[config.mk]
export PLATFORM = sky130hd
export DESIGN_NAME = max_drawdown_tracker_top
export DESIGN_NICKNAME = d
export VERILOG_FILES = /design/src/mdt_pkg.sv /design/src/mdt_divider.sv /design/src/max_drawdown_tracker_top.sv
export SDC_FILE = /design/constraint.sdc
export NUM_CORES = 1
export LEC_CHECK = 0
export BUFFER_PORTS_ARGS = -buffer_cell sky130_fd_sc_hd__buf_2
export CORE_MARGIN = 4
export CORE_UTILIZATION = 48
export DETAILED_ROUTE_END_ITERATION = 10
export PLACE_DENSITY = 0.72
export SYNTH_ARGS = -nofsm -noshare
export SYNTH_HDL_FRONTEND = slang
export SYNTH_SLANG_ARGS = --single-unit
[constraint.sdc]
create_clock -name clk -period 16.15 [get_ports clk]
set_input_delay 1.615 -clock clk [delete_from_list [all_inputs] [get_ports clk]]
set_output_delay 1.615 -clock clk [all_outputs]
set_load 0.02 [all_outputs]
[src/mdt_pkg.sv]
`timescale 1ns / 1ps
`default_nettype none
// ----------------------------------------------------------------------------
// mdt_pkg
// Shared types for the maximum drawdown tracker and its fraction divider.
// ----------------------------------------------------------------------------
package mdt_pkg;

  typedef struct packed {
    logic busy;
    logic done;
  } mdt_div_stat_t;

endpackage : mdt_pkg
`default_nettype wire

[src/mdt_divider.sv]
`timescale 1ns / 1ps
`default_nettype none
// ----------------------------------------------------------------------------
// mdt_divider
// Restoring divider, one quotient bit per cycle: floor((num << FB) / den),
// for num < den.
// ----------------------------------------------------------------------------
module mdt_divider
  import mdt_pkg::*;
#(
  parameter int MAG_BITS      = 31,
  parameter int FRACTION_BITS = 16
) (
  input  wire logic                     clk,
  input  wire logic                     rst,
  input  wire logic                     start,
  input  wire logic [MAG_BITS-1:0]      num,
  input  wire logic [MAG_BITS-1:0]      den,
  output mdt_div_stat_t                 stat,
  output logic      [FRACTION_BITS-1:0] quo
);

  localparam int CNT_W = $clog2(FRACTION_BITS + 1);

  logic [CNT_W-1:0]    cnt;
  logic [MAG_BITS-1:0] rem;
  logic [MAG_BITS-1:0] den_r;
  logic                done;

  logic [MAG_BITS:0]   rem_shl;
  logic [MAG_BITS+1:0] diff;
  logic                ge;
  logic [MAG_BITS-1:0] rem_next;

  always_comb begin
    rem_shl  = {rem, 1'b0};
    diff     = {1'b0, rem_shl} - {2'b00, den_r};
    ge       = ~diff[MAG_BITS+1];
    rem_next = ge ? diff[MAG_BITS-1:0] : rem_shl[MAG_BITS-1:0];
  end

  always_ff @(posedge clk) begin
    if (rst) begin
      cnt  <= '0;
      done <= 1'b0;
    end else begin
      done <= 1'b0;
      if (start) begin
        cnt   <= CNT_W'(FRACTION_BITS);
        rem   <= num;
        den_r <= den;
        quo   <= '0;
      end else if (cnt != '0) begin
        rem <= rem_next;
        quo <= {quo[FRACTION_BITS-2:0], ge};
        cnt <= cnt - 1'b1;
        if (cnt == CNT_W'(1)) begin
          done <= 1'b1;
        end
      end
    end
  end

  assign stat.busy = (cnt != '0);
  assign stat.done = done;

endmodule : mdt_divider
`default_nettype wire

[src/max_drawdown_tracker_top.sv]
`timescale 1ns / 1ps
`default_nettype none
// ----------------------------------------------------------------------------
// max_drawdown_tracker_top
// Tracks the running peak of valid prices and the largest drawdown fraction
// of a series; emits it on the series' last item and clears.
// Result path: a last item that is skipped or a new peak passes through ST_EMIT to
// the output register; one below the peak first waits in ST_DIV for the divider.
// Input: s_tready is high only in ST_IDLE, so a new item is not taken while a
// division runs, nor after a last item until ST_EMIT has loaded the output, which
// waits while the previous output item is held.
// Reset: synchronous; clears peak, best drawdown and the valid-seen flag.
// ----------------------------------------------------------------------------
module max_drawdown_tracker_top
  import mdt_pkg::*;
#(
  parameter int PRICE_BITS    = 32,
  parameter int FRACTION_BITS = 16
) (
  input  wire logic                              clk,
  input  wire logic                              rst,
  input  wire logic                              s_tvalid,
  output logic                                   s_tready,
  input  wire logic [((PRICE_BITS+7)/8)*8-1:0]   s_tdata,  // price
  input  wire logic                              s_tuser,  // price_is_nan
  input  wire logic                              s_tlast,  // series_end
  output logic                                   m_tvalid,
  input  wire logic                              m_tready,
  output logic [((FRACTION_BITS+7)/8)*8-1:0]     m_tdata,  // max_drawdown
  output logic                                   m_tuser   // no_valid_price
);

  localparam int MAG_BITS = PRICE_BITS - 1;

  typedef enum logic [1:0] {
    ST_IDLE,
    ST_DIV,
    ST_EMIT
  } state_t;

  state_t                   state;
  logic [MAG_BITS-1:0]      peak_price;
  logic [FRACTION_BITS-1:0] best_drawdown;
  logic                     seen_valid;
  logic                     last_pend;
  logic [FRACTION_BITS-1:0] out_dd;

  logic [PRICE_BITS-1:0]    price;
  logic [MAG_BITS-1:0]      mag;
  logic                     in_fire;
  logic                     price_ok;
  logic                     new_peak;
  logic                     below_peak;
  logic                     div_start;
  logic                     out_free;

  mdt_div_stat_t            div_stat;
  logic [FRACTION_BITS-1:0] div_quo;

  always_comb begin
    price      = s_tdata[PRICE_BITS-1:0];
    mag        = price[MAG_BITS-1:0];
    in_fire    = s_tvalid && s_tready;
    price_ok   = !s_tuser && !price[PRICE_BITS-1] && (mag != '0);
    new_peak   = price_ok && (!seen_valid || mag > peak_price);
    below_peak = price_ok && seen_valid && (mag < peak_price);
    div_start  = in_fire && below_peak;
    out_free   = !m_tvalid || m_tready;
  end

  assign s_tready = (state == ST_IDLE);

  mdt_divider #(
    .MAG_BITS      (MAG_BITS),
    .FRACTION_BITS (FRACTION_BITS)
  ) u_div (
    .clk   (clk),
    .rst   (rst),
    .start (div_start),
    .num   (peak_price - mag),
    .den   (peak_price),
    .stat  (div_stat),
    .quo   (div_quo)
  );

  always_ff @(posedge clk) begin
    if (rst) begin
      state         <= ST_IDLE;
      peak_price    <= '0;
      best_drawdown <= '0;
      seen_valid    <= 1'b0;
      last_pend     <= 1'b0;
      m_tvalid      <= 1'b0;
    end else begin
      if (state == ST_EMIT && out_free) begin
        m_tvalid <= 1'b1;
      end else if (m_tready) begin
        m_tvalid <= 1'b0;
      end
      unique case (state)
        ST_IDLE: begin
          if (in_fire) begin
            last_pend <= s_tlast;
            if (new_peak) begin
              peak_price <= mag;
              seen_valid <= 1'b1;
            end
            if (below_peak) begin
              state <= ST_DIV;
            end else if (s_tlast) begin
              state <= ST_EMIT;
            end
          end
        end
        ST_DIV: begin
          if (div_stat.done) begin
            if (div_quo > best_drawdown) begin
              best_drawdown <= div_quo;
            end
            state <= last_pend ? ST_EMIT : ST_IDLE;
          end
        end
        ST_EMIT: begin
          if (out_free) begin
            out_dd        <= seen_valid ? best_drawdown : '0;
            m_tuser       <= !seen_valid;
            peak_price    <= '0;
            best_drawdown <= '0;
            seen_valid    <= 1'b0;
            state         <= ST_IDLE;
          end
        end
        default: state <= ST_IDLE;
      endcase
    end
  end

  always_comb begin
    m_tdata                  = '0;
    m_tdata[FRACTION_BITS-1:0] = out_dd;
  end

  a_done_in_div: assert property (@(posedge clk) disable iff (rst)
    div_stat.done |-> state == ST_DIV)
    else $error("divider finished outside the divide state");

  a_div_busy: assert property (@(posedge clk) disable iff (rst)
    state == ST_DIV |-> div_stat.busy || div_stat.done)
    else $error("divide state without an active divider");

  a_div_peak: assert property (@(posedge clk) disable iff (rst)
    state == ST_DIV |-> seen_valid && peak_price != '0)
    else $error("divide started without a valid peak");

  a_clear_idle: assert property (@(posedge clk) disable iff (rst)
    !seen_valid |-> peak_price == '0 && best_drawdown == '0)
    else $error("tracker state not clear without a valid price");

  a_emit_clears: assert property (@(posedge clk) disable iff (rst)
    state == ST_EMIT && out_free |=> m_tvalid && !seen_valid)
    else $error("emit did not load output and clear state");

endmodule : max_drawdown_tracker_top
`default_nettype wire

* After elaboration in Yosys (flattened, before gate mapping) *
Cells that the tools add are included.

word-level totals
  register bits after elaboration = 153
  input bits = 38
  output and inout bits = 19
  word-level logic and storage cells = 90

operators by class
  add/subtract/negate cells = 3
  $lt $le $gt $ge = 3
  equal/unequal tests = 9
  multiplexer cells = 28
  bitwise logic cells = 3
  reductions and logical operators = 30

operators with widths
  kind                 number
  $mux 31              6
  $mux 16              4
  $pmux 31 s2          1
  $sub 32x31->33       1
  $pmux 16 s2          1
  $gt 31x31->1         1
  $lt 31x31->1         1
  $reduce_bool 31->1   1
  $sub 31x31->31       1
  $gt 16x16->1         1
  $mux 2               6
  $reduce_and 4->1     3
  $mux 5               2
  $logic_and 1x1->1    8
  $reduce_bool 2->1    4
  $mux 1               6
  $ne 2x1->1 const B   3
  $pmux 2 s3           1
  $reduce_and 2->1     3
  $eq 5x1->1 const B   1
  $reduce_bool 5->1    1
  $sub 5x1->5 const B  1
  $logic_not 1->1      4
  $ne 2x2->1 const B   2
  10 further kinds     13

* Depth between registers and ports, before layout *
Gate-level depths: netlist (run 1).

  depth in word-level cells = 8
  gate-level depth with buffers = 14
  depth with buffers taken out = 14

* By module *
From an unflattened synthesis (run 1), not the netlist that was laid out.

unflattened totals
  cells, all modules = 1052
  area total of the unflattened synthesis = 9862.0 um^2

by module, submodules not included
  module                    times used  cells an instance  area an instance (um^2)  seq. area each (um^2)
  mdt_divider               1           525                5236.3                   2462.4
  max_drawdown_tracker_top  1           527                4625.7                   1551.5

* Least setup slack after synthesis (run 1) *
Ideal clock, no wire load.

  path kind = in2reg
  from = input port s_tdata[12]
  to = register u_div.quo[0] (enable)
  library setup time = 480 ps
  arrival time = 6223 ps
  data required time = 15670 ps
  setup slack = 9447 ps
  stages = 13
  path buffers = 3
  cell sequence = inv_1 > ha_1 > clkbuf_2 > a21oi_1 > a21boi_0 > a31oi_1 > o2111a_1 > o2111a_1 > o21ai_2 > or3_1 > buf_4 > buf_4 > a31oi_1

between the ends
  longest elaborated chain between the ends = 7
  elaborated cells between the ends (all ways) = 8
  classes of those cells = order compare: 1; reduce/logical: 7

ends and longest elaborated chain
  what                                                                  line                            RTL
  start, declared                                                       max_drawdown_tracker_top.sv:24  input wire logic [((PRICE_BITS+7)/8)*8-1:0] s_tdata,
  parallel branches: the longest is 3 deep, another holds $lt 31x31->1  --
  $logic_and 1x1->1 (*)                                                 max_drawdown_tracker_top.sv:66  below_peak = price_ok && seen_valid && (mag < peak_price);
  $logic_and 1x1->1 (*)                                                 max_drawdown_tracker_top.sv:67  div_start = in_fire && below_peak;
  $reduce_bool 2->1 (no source line) (*)                                --
  $reduce_and 2->1 (no source line) (*)                                 --
  end signal, assigned                                                  mdt_divider.sv:55               quo <= {quo[FRACTION_BITS-2:0], ge};
  end, declared                                                         mdt_divider.sv:20               output logic [FRACTION_BITS-1:0] quo

Every way passes the cells marked *.
A chain may end at the register's enable or synchronous reset.

* Final worst setup path (run 1) *
  from = input port s_tdata[2]
  to = register u_div.den_r[23] (enable)

between the ends
  longest elaborated chain between the ends = 6
  elaborated cells between the ends (all ways) = 7
  classes of those cells = order compare: 1; reduce/logical: 6

ends and longest elaborated chain
  what                                                                  line                            RTL
  parallel branches: the longest is 3 deep, another holds $lt 31x31->1  --
  $logic_and 1x1->1 (*)                                                 max_drawdown_tracker_top.sv:66
  $logic_and 1x1->1 (*)                                                 max_drawdown_tracker_top.sv:67
  $reduce_and 2->1 (no source line) (*)                                 --
  end signal, assigned                                                  mdt_divider.sv:51               den_r <= den;
  end, declared                                                         mdt_divider.sv:27               logic [MAG_BITS-1:0] den_r;

Marks and branches as above.

==> impl_metrics.ini, run 1 <==
[layout]
mostFrequentLayoutCells = 101 x sky130_fd_sc_hd__nand2_1, 100 x sky130_fd_sc_hd__inv_1, 95 x sky130_fd_sc_hd__edfxtp_1, 81 x sky130_fd_sc_hd__a21oi_1, 80 x sky130_fd_sc_hd__ha_1
post-route-cell-area_um2 = 11000
antenna_cells = 0
mostFrequentLayoutCell = sky130_fd_sc_hd__nand2_1
nets = 1241
layout_cell_share_with_drive_strength_beyond_1_pct = 10.5
area_growth_syn_to_layout_pct = 11.6

[floorplanning]
height_of_the_chip_um = 151
placementRows = 52
overall_die_width_um = 151
initial_utilization_pct = 48.8
fp.coreArea_um2 = 20200
top_level_ports = 57
design.die.area_um2 = 22800

[drt]
vias = 7789
detail_route.iter0.violations = 567
sum_of_routed_wire_length_over_all_layers_um = 22000
route.detailed.vias_per_inst = 5.55
dr.pass1.iters = 5
drt_drc_violations_left = 0
detail_route.wl_per_cell_um = 15.7
drt.antenna.violating_nets = 0

[min_path]
hold_path_class = flop to flop
worst_hold_path.num_cells = 2

[clock_tree]
clock-sinks = 153
total_cts_buffers = 17
cts.hold.buffers_added = 0
cts_max_level = 4
root_buffer = sky130_fd_sc_hd__clkbuf_16
clkSlewWorstSetupHoldPaths_ns = 0.06
total_setup_buffers_inserted_after_cts = 0
max-clock-path-buffers = 2
clock_latency_ns = 0.43
tritoncts = built
cts-resized-gates = 0

[synth]
synth.net_count = 1202
postSynth.topFlopCell = sky130_fd_sc_hd__edfxtp_1
syn_inst = 1082
yosys_warnings = 0
top_cells_by_area_synth = sky130_fd_sc_hd__edfxtp_1 29%, sky130_fd_sc_hd__dfxtp_1 12%, sky130_fd_sc_hd__ha_1 10%, sky130_fd_sc_hd__a21oi_1 4.2%, sky130_fd_sc_hd__nand2_1 3.9%
post_syn_area_um2 = 9830
synth-edff-count = 95
ys_seq_elements = 153
post-synth-top-area-fraction_pct = 29.0
synth_top_cell_by_area = sky130_fd_sc_hd__edfxtp_1
postSynth.asyncResetShare_pct = 0
seq_area_frac_synth_pct = 40.8
synth.lib_cells_used.distinct = 67
synthesis.area_per_instance_um2 = 9.09

[place]
gpl.final_weighted_congestion = 0.913
port_buffers = 56
hpwlAfterDp_um = 16100
postPlaceCellArea_um2 = 10300

[job]
timing.max_cap.violations = 0

[power]
ir_worst_vdd_v = 0.000103
power_leakage_nw = 4.76
power.density_cell_area_nw_per_um2 = 143

[timing]
hold_viol = 0
tightestPinTransition_ns = 1.10
setup_violations = 0
maxSlewHeadroom_pct = 26.4
timing.setup.tns_ns = 0
finClkSkew_ns = 0.0138
final.min_clock_period_ns = 4.75
achievable-frequency_mhz = 210
drv_slew = 0
rsz_0062_raised_after_global_routing = false
post-route-period-util_pct = 29.4

[grt]
grt.total_usage_pct = 20.1
antenna_found_initial = 0
grt_first_pass_wirelength_um = 36800
grt_pass1_vias = 7496
global_route.overflow_total = 0
grt_max_degree = 63

[setup_path]
timing.critical_path.from_type = input pin
ordered_list_of_cells_on_the_worst_path = buf_2 -> inv_1 -> ha_1 -> o21a_1 -> o31a_1 -> o31a_1 -> o2111a_1 -> o2111a_1 -> o21ai_2 -> or3_1 -> nor2_2 -> buf_4
crit_path_max_fanout = 24
critPathSlowestCell = sky130_fd_sc_hd__or3_1
r2r.worst_path.cells = 13
end_kind = flop
critPathArrivalTime_ns = 4.85
worst_ep_required_time_ns = 16.25
slowest_delay_ns = 0.64
worst_setup_path_class = input pin to flop

[run_status]
status = finished clean
worst paths after layout:
| check | slack (ns) | end | from |
|---|---|---|---|
| max reg2reg | 12.27 | u_div.rem[8]$_DFFE_PP_ | u_div.den_r[0]$_DFFE_PP_ |
| max | 11.40 | u_div.den_r[23]$_DFFE_PP_ | s_tdata[2] |
| min | 0.47 | last_pend$_SDFFE_PP0P_ | last_pend$_SDFFE_PP0P_ |
| min reg2reg | 0.47 | last_pend$_SDFFE_PP0P_ | last_pend$_SDFFE_PP0P_ |
synth_stat cells, types with 3 or more instances:
library cell,instances
sky130_fd_sc_hd__a21oi_1,82
sky130_fd_sc_hd__clkbuf_1,22
sky130_fd_sc_hd__a22oi_1,3
sky130_fd_sc_hd__a211oi_1,15
sky130_fd_sc_hd__nand2b_1,27
sky130_fd_sc_hd__nand3b_1,3
sky130_fd_sc_hd__nor4_1,7
sky130_fd_sc_hd__o21ai_0,66
sky130_fd_sc_hd__inv_1,100
sky130_fd_sc_hd__nor3_1,14
sky130_fd_sc_hd__xnor2_1,25
sky130_fd_sc_hd__o31a_1,4
sky130_fd_sc_hd__or2_2,5
sky130_fd_sc_hd__o31ai_1,3
sky130_fd_sc_hd__a2111oi_0,3
sky130_fd_sc_hd__clkbuf_2,3
sky130_fd_sc_hd__nand3_1,48
sky130_fd_sc_hd__o21bai_1,11
sky130_fd_sc_hd__o22ai_1,4
sky130_fd_sc_hd__dfxtp_1,58
sky130_fd_sc_hd__o21a_1,8
sky130_fd_sc_hd__nand4_1,13
sky130_fd_sc_hd__buf_2,14
sky130_fd_sc_hd__edfxtp_1,95
sky130_fd_sc_hd__and2_1,17
sky130_fd_sc_hd__nand2_1,101
sky130_fd_sc_hd__buf_4,4
sky130_fd_sc_hd__mux2i_1,30
sky130_fd_sc_hd__ha_1,80
sky130_fd_sc_hd__o211ai_1,3
sky130_fd_sc_hd__nor2_1,72
sky130_fd_sc_hd__and3_1,10
sky130_fd_sc_hd__o21ai_1,11
sky130_fd_sc_hd__xor2_1,28
sky130_fd_sc_hd__nor2b_1,7
sky130_fd_sc_hd__a21o_1,29
sky130_fd_sc_hd__o211a_1,3
sky130_fd_sc_hd__a31oi_1,13
state kept, by name, summed over array words and instances, names as in the netlist:
name / cells
last_pend: 1
peak_price: 31
state: 2
best_drawdown: 16
seen_valid: 1
u_div.rem: 31
u_div.den_r: 31
u_div.quo: 16
m_tuser: 1
u_div.cnt: 5
u_div.done: 1
m_tdata: 16
m_tvalid: 1
per-stage QoR:
stage          cells  setup slack (ns)  hold WS [ns]  utilization [%]  power, mW
6_report        1404             11.40         0.472             54.4       1.57
5_1_grt         1404             11.19         0.480             54.4       1.67
4_1_cts         1404             11.43         0.467             54.4       1.57
3_5_place_dp    1372             11.00         0.453             51.3       1.13
3_3_place_gp    1372             11.11         0.451             51.3       1.12
2_1_floorplan   1082              9.45         0.430                -       1.02
worst max-delay path, delay by kind of cell:
| family | cells | cell delay, ns |
|---|---|---|
| AO/OA/AOI/OAI | 6 | 1.21 |
| AND/OR/NAND/NOR | 2 | 1.10 |
| adder cells (fa/ha/maj) | 1 | 0.38 |
| buffers and inverters | 3 | 0.53 |
power breakdown:
part,total [mW],switching [mW],internal (mW),leakage [nW]
clock network,0.429,0.178,0.251,0.308
registers,0.572,0.0453,0.527,1.32
logic,0.567,0.330,0.236,3.13
total,1.57,0.554,1.01,4.76
cell type report:
type | instances | area (um2)
Fill cell | 1785 | 9200
Multi-Input combinational cell | 784 | 5270
Sequential cell | 153 | 4010
Clock buffer | 17 | 425
Inverter | 101 | 379
Timing Repair Buffer | 64 | 340
Tap cell | 270 | 338
Clock inverter | 15 | 204
metal layers:
metal  part of all wire (%)  vias to the layer above  global-route usage [%]
met5                      0                        -                       0
met4                    1.9                        0                    6.07
met3                    5.3                       32                    3.41
met2                     45                      226                    31.7
met1                     48                     3589                    28.4
li1                       -                     3942                       -
kinds of logic (layout without fill, tap and decap cells):
kind of cell | Yosys count | in the layout | share of synthesized area (%)
simple gates | 333 | 333 | 16.3
compound gates | 285 | 285 | 18.5
flops | 153 | 153 | 40.8
buf+inv | 145 | 197 | 5.90
fa+ha+maj | 82 | 82 | 10.6
xor+xnor | 53 | 53 | 4.72
mux | 31 | 31 | 3.17
No activity file was read; power rests on OpenSTA's default activity.
==> run 2: changes to the inputs <==
--- a/config.mk
+++ b/config.mk
@@ -9,7 +9,7 @@
 export CORE_MARGIN = 4
 export CORE_UTILIZATION = 48
 export DETAILED_ROUTE_END_ITERATION = 10
-export PLACE_DENSITY = 0.72
+export PLACE_DENSITY = 0.75
 export SYNTH_ARGS = -nofsm -noshare
 export SYNTH_HDL_FRONTEND = slang
 export SYNTH_SLANG_ARGS = --single-unit
==> constraint.sdc (replaced) <==
create_clock -name clk -period 3.85 [get_ports clk]
set_input_delay 0.385 -clock clk [delete_from_list [all_inputs] [get_ports clk]]
set_output_delay 0.385 -clock clk [all_outputs]
set_load 0.02 [all_outputs]
==> impl_metrics.ini, run 2 (synthesis gave the netlist of run 1 again) <==
[run_status]
status = finished clean

[clock_tree]
root_buffer = sky130_fd_sc_hd__clkbuf_16
clkSlewWorstSetupHoldPaths_ns = 0.07
clock_latency_ns = 0.43
total_setup_buffers_inserted_after_cts = 0
max-clock-path-buffers = 2
cts.hold.buffers_added = 0
cts_max_level = 4
clock-sinks = 153
tritoncts = built
total_cts_buffers = 17
cts-resized-gates = 0

[timing]
maxSlewHeadroom_pct = 25.8
post-route-period-util_pct = 87.5
setup_violations = 0
hold_viol = 0
tightestPinTransition_ns = 1.11
final.min_clock_period_ns = 3.37
rsz_0062_raised_after_global_routing = false
worst_hold_slack_ns = 0.204
timing.setup.tns_ns = 0
finClkSkew_ns = 0.0212
drv_slew = 0
achievable-frequency_mhz = 297

[setup_path]
ordered_list_of_cells_on_the_worst_path = inv_1 -> fa_1 -> a211oi_2 -> o21ai_1 -> a2111o_1 -> nand3_1 -> a21oi_1 -> a21oi_1 -> a31o_2 -> buf_12 -> nor2_1 -> a211oi_1 -> a21oi_1
end_kind = flop
slowest_delay_ns = 0.48
critPathSlowestCell = sky130_fd_sc_hd__fa_1
crit_path_max_fanout = 52
worst_ep_required_time_ns = 4.02
timing.critical_path.mode_cell = sky130_fd_sc_hd__a21oi_1
critPathArrivalTime_ns = 3.54
timing.critical_path.from_type = flop
worst_setup_path_class = flop to flop

[power]
p_total_mw = 6.51
ir_worst_vdd_v = 0.000353
power_switching_mw = 2.29
p_int_mw = 4.22
power_leakage_nw = 4.77
power.density_cell_area_nw_per_um2 = 591
power.switching_fraction_pct = 35.2
comb_power_share_pct = 37.1
power.sequential.fraction_pct = 37.1
power.share.clock_pct = 25.8

[layout]
antenna_cells = 0
area_growth_syn_to_layout_pct = 12.0
mostFrequentLayoutCell = sky130_fd_sc_hd__nand2_1
mostFrequentLayoutCells = 101 x sky130_fd_sc_hd__nand2_1, 100 x sky130_fd_sc_hd__inv_1, 95 x sky130_fd_sc_hd__edfxtp_1, 81 x sky130_fd_sc_hd__a21oi_1, 80 x sky130_fd_sc_hd__ha_1
nets = 1247
layout_cell_share_with_drive_strength_beyond_1_pct = 10.7
biggestRegsByFlops = peak_price (31), u_div.den_r (31), u_div.rem (31)

[drt]
drt_drc_violations_left = 0
vias = 7726
detail_route.wl_per_cell_um = 15.0
sum_of_routed_wire_length_over_all_layers_um = 21200
route.detailed.vias_per_inst = 5.48
drt.antenna.violating_nets = 0
detail_route.iter0.violations = 469
dr.pass1.iters = 5

[grt]
grt_first_pass_wirelength_um = 35000
use_met3_pct = 2.96
antenna_found_initial = 0
grt.total_usage_pct = 19.2
grt_pass1_vias = 7180
met2_usage_pct = 30.6
grt_max_degree = 63
met1_usage_pct = 27.5
grt_busiest_layer = met2
global_route.overflow_total = 0

[place]
gpl.final_weighted_congestion = 0.906
port_buffers = 56
hpwlAfterDp_um = 16100

[floorplanning]
overall_die_width_um = 151
initial_utilization_pct = 48.8
design.die.area_um2 = 22800
fp.coreArea_um2 = 20200
placementRows = 52
height_of_the_chip_um = 151
top_level_ports = 57

[job]
timing.max_cap.violations = 0

[min_path]
hold_path_class = input pin to flop
run 2: cell count changes in the layout (fill, tap and decap cells not counted), sizes merged:
cell / change
buf: +6
inv: -6
clkinvlp: +2
bufinv: -1
clkbuf: +3
clkinv: +2
run 2: layout make-up:
cell class | instances | area, um2
fill | 1828 | 9160
clock buffer | 20 | 447
tap | 270 | 338
timing repair buffer | 70 | 423
sequential | 153 | 4010
clock inverter | 12 | 139
multi-input combinational | 784 | 5270
inverter | 101 | 379
run 2: path summary, 6_finish.rpt:
kind | start | endpoint | slack [ns] | cells after the start
worst min register to register | last_pend$_SDFFE_PP0P_ | last_pend$_SDFFE_PP0P_ | 0.47 | 2
worst max register to register | u_div.den_r[0]$_DFFE_PP_ | u_div.rem[5]$_DFFE_PP_ | 0.48 | 13
worst min-delay path | s_tdata[22] | peak_price[22]$_SDFFE_PP0P_ | 0.20 | 3
worst max-delay path | u_div.den_r[0]$_DFFE_PP_ | u_div.rem[5]$_DFFE_PP_ | 0.48 | 13
run 2: power by group through the flow:
| stage | Combinational (mW) | Clock, mW | Sequential (mW) |
|---|---|---|---|
| 6_report | 2.41 | 1.68 | 2.41 |
| 5_1_grt | 2.72 | 1.77 | 2.44 |
| 4_1_cts | 2.41 | 1.69 | 2.41 |
| 3_5_place_dp | 2.39 | 0 | 2.44 |
| 3_3_place_gp | 2.33 | 0 | 2.43 |
| 2_1_floorplan | 1.90 | 0 | 2.38 |
run 2: routing by layer:
metal | up-vias | routed length [um]
met3 | 19 | 961
met1 | 3572 | 10400
met4 | 0 | 236
met2 | 186 | 9550
li1 | 3949 | -
met5 | - | 0
run 2: stage by stage:
step	cell area (um2)	setup WS [ns]	cells	utilization, %
3_3_place_gp	10400	0.383	1378	51.7
4_1_cts	11000	0.471	1410	54.6
3_5_place_dp	10400	0.344	1378	51.7
2_1_floorplan	9850	0.172	1082	-
5_1_grt	11000	0.218	1410	54.6
6_report	11000	0.480	1410	54.6
run 2: worst max-delay path, delay by kind of cell, from the launching register on:
| kind | cells | cell delay [ns] |
|---|---|---|
| fa+ha+maj | 1 | 0.48 |
| flops | 1 | 0.39 |
| buf+inv | 2 | 0.32 |
| simple gates | 2 | 0.22 |
| compound gates | 8 | 1.66 |
==> run 3: changes to the inputs <==
--- a/config.mk
+++ b/config.mk
@@ -5,11 +5,12 @@
 export SDC_FILE = /design/constraint.sdc
 export NUM_CORES = 1
 export LEC_CHECK = 0
+export ABC_AREA = 1
 export BUFFER_PORTS_ARGS = -buffer_cell sky130_fd_sc_hd__buf_2
 export CORE_MARGIN = 4
 export CORE_UTILIZATION = 48
 export DETAILED_ROUTE_END_ITERATION = 10
-export PLACE_DENSITY = 0.75
+export PLACE_DENSITY = 0.74
 export SYNTH_ARGS = -nofsm -noshare
 export SYNTH_HDL_FRONTEND = slang
 export SYNTH_SLANG_ARGS = --single-unit
==> impl_metrics.ini, run 3 <==
[run_status]
status = finished clean

[power]
power.share.clock_pct = 21.8
power.switching_fraction_pct = 41.6
power.sequential.fraction_pct = 33.1
ir_worst_vdd_v = 0.000382
power_leakage_nw = 5.77
p_int_mw = 4.38
power_switching_mw = 3.11
power.density_cell_area_nw_per_um2 = 614
comb_power_share_pct = 45.0

[synth]
synth.lib_cells_used.distinct = 46
top_cells_by_area_synth = sky130_fd_sc_hd__edfxtp_1 26%, sky130_fd_sc_hd__nand2_1 13%, sky130_fd_sc_hd__dfxtp_1 10%, sky130_fd_sc_hd__ha_1 9.0%, sky130_fd_sc_hd__inv_1 6.3%
yosysMostFrequentCell = sky130_fd_sc_hd__nand2_1
yosys_warnings = 0
postSynth.topFlopCell = sky130_fd_sc_hd__edfxtp_1
postSynth.asyncResetShare_pct = 0
synthesis.area_per_instance_um2 = 7.40
synth.net_count = 1628
syn_inst = 1508
post_syn_area_um2 = 11200
synth_top_cell_by_area = sky130_fd_sc_hd__edfxtp_1
seq_area_frac_synth_pct = 36.0
post-synth-top-area-fraction_pct = 25.6
synth-edff-count = 95
ys_seq_elements = 153
ys_top_cells_by_count = 399 x sky130_fd_sc_hd__nand2_1, 187 x sky130_fd_sc_hd__inv_1, 159 x sky130_fd_sc_hd__nor2_1

[layout]
mostFrequentLayoutCell = sky130_fd_sc_hd__nand2_1
area_growth_syn_to_layout_pct = 9.36
n_fill_cell = 2110
final_core_utilization_pct = 53.5
biggestRegsByFlops = peak_price (31), u_div.den_r (31), u_div.rem (31)
mostFrequentLayoutCells = 399 x sky130_fd_sc_hd__nand2_1, 187 x sky130_fd_sc_hd__inv_1, 156 x sky130_fd_sc_hd__nor2_1, 119 x sky130_fd_sc_hd__nand3_1, 95 x sky130_fd_sc_hd__edfxtp_1
layout_cell_share_with_drive_strength_beyond_1_pct = 13.0
nets = 1670
ff_latch_area_um2 = 4010
antenna_cells = 0
multiInputGateArea_um2 = 6140

[clock_tree]
total_setup_buffers_inserted_after_cts = 0
cts.hold.buffers_added = 0
tritoncts = built
total_cts_buffers = 17
max-clock-path-buffers = 2
cts-resized-gates = 0
clock_latency_ns = 0.43
clkSlewWorstSetupHoldPaths_ns = 0.07
root_buffer = sky130_fd_sc_hd__clkbuf_16
clock-sinks = 153
cts_max_level = 4

[timing]
finClkSkew_ns = 0.0142
final.min_clock_period_ns = 3.07
tightestPinTransition_ns = 1.04
post-route-period-util_pct = 79.7
timing.setup.tns_ns = 0
hold_viol = 0
achievable-frequency_mhz = 326
drv_slew = 0
rsz_0062_raised_after_global_routing = false
setup_violations = 0
maxSlewHeadroom_pct = 30.8

[grt]
global_route.overflow_total = 0
grt_first_pass_wirelength_um = 45500
grt_max_degree = 44
antenna_found_initial = 0
grt_pass1_vias = 9151
grt.total_usage_pct = 21.4

[drt]
drt_drc_violations_left = 0
sum_of_routed_wire_length_over_all_layers_um = 27300
met2_wirelength_um = 12000
dr_wl_met3_um = 1470
dr.pass1.iters = 6
drt.antenna.violating_nets = 0
detail_route.iter0.violations = 950
route.detailed.vias_per_inst = 5.23
detail_route.wl_per_cell_um = 14.6
route.layer.met1.wl_um = 13400
topRoutingLayerUsed = met4
vias = 9820

[setup_path]
worst_ep_required_time_ns = 4.13
slowest_delay_ns = 0.46
crit_family = compound AO/OA/AOI/OAI gates
crit_path_max_fanout = 31
critPathSlowestCell = sky130_fd_sc_hd__inv_2
critPathArrivalTime_ns = 3.35
cp.buffers_inverters = 2
ordered_list_of_cells_on_the_worst_path = inv_1 -> ha_1 -> a21oi_1 -> o21ai_0 -> a21oi_1 -> nor2_1 -> nor2_1 -> nand2_2 -> inv_2 -> nand2_1 -> o21ai_1 -> nand2_1 -> o21ai_1
end_kind = flop
worst_setup_path_class = flop to flop
timing.critical_path.from_type = flop

[floorplanning]
design.die.area_um2 = 25700
height_of_the_chip_um = 160
fp.coreArea_um2 = 22800
overall_die_width_um = 160
initial_utilization_pct = 49.0
placementRows = 55
top_level_ports = 57

[job]
timing.max_cap.violations = 0

[place]
port_buffers = 56
gpl.final_weighted_congestion = 1.00
hpwlAfterDp_um = 21300

[min_path]
hold_path_class = input pin to flop
-- run 3: worst reg2reg max path, delay by kind of cell (launching register included) --
| kind | cells | cell delay [ns] |
|---|---|---|
| and+or+nand+nor | 5 | 0.81 |
| buffers and inverters | 2 | 0.52 |
| adders and majority gates | 1 | 0.36 |
| AOI/OAI and AO/OA | 5 | 0.88 |
| DFF | 1 | 0.33 |
-- run 3: path summary, 6_finish.rpt --
kind                              from                 endpoint  slack, ns  depth (start not counted)
max          u_div.den_r[23]$_DFFE_PP_  u_div.rem[10]$_DFFE_PP_       0.78                         13
min                           m_tready    m_tvalid$_SDFFE_PP0P_       0.26                          4
max reg2reg  u_div.den_r[23]$_DFFE_PP_  u_div.rem[10]$_DFFE_PP_       0.78                         13
min reg2reg     last_pend$_SDFFE_PP0P_   last_pend$_SDFFE_PP0P_       0.48                          2
-- run 3: routing by layer --
| metal | vias to the layer above | global-route usage [%] |
|---|---|---|
| met3 | 47 | 2.57 |
| met1 | 4441 | 31.5 |
| met5 | - | 0 |
| li1 | 5006 | - |
| met2 | 326 | 32.9 |
| met4 | 0 | 6.49 |
-- run 3: metrics by stage --
| step | power (mW) | std cells | hold slack (ns) | cell area, um2 | setup slack [ns] |
|---|---|---|---|---|---|
| 2_1_floorplan | 5.09 | 1508 | 0.435 | 11200 | 0.274 |
| 3_3_place_gp | 5.73 | 1844 | 0.455 | 11600 | 0.825 |
| 3_5_place_dp | 5.80 | 1844 | 0.468 | 11600 | 0.773 |
| 4_1_cts | 7.46 | 1876 | 0.239 | 12200 | 0.905 |
| 5_1_grt | 8.12 | 1876 | 0.263 | 12200 | 0.484 |
| 6_report | 7.49 | 1876 | 0.257 | 12200 | 0.780 |
-- run 3: final cells by class --
| cell class | count | share of cell area, % |
|---|---|---|
| well taps | 313 | 3.21 |
| clock buffers | 18 | 3.60 |
| clock inverters | 14 | 1.10 |
| flip-flops and latches | 153 | 32.9 |
| inverters | 191 | 5.90 |
| repair buffers | 65 | 2.95 |
| multi-input cells | 1122 | 50.3 |
-- run 3: logic make-up after synthesis --
kind of cell / synth area share (%)
xor gates and xnor gates: 3.46
AOI/OAI and AO/OA: 11.8
DFF: 36.0
adders and majority gates: 9.33
buffers and inverters: 9.10
and+or+nand+nor: 30.3
-- run 3: power groups by stage --
stage	logic, mW	registers, mW	clock network (mW)
CTS	3.33	2.47	1.66
global placement	3.24	2.50	0
global route	3.87	2.52	1.74
detailed placement	3.29	2.51	0
floorplan	2.65	2.45	0
finish	3.37	2.48	1.63
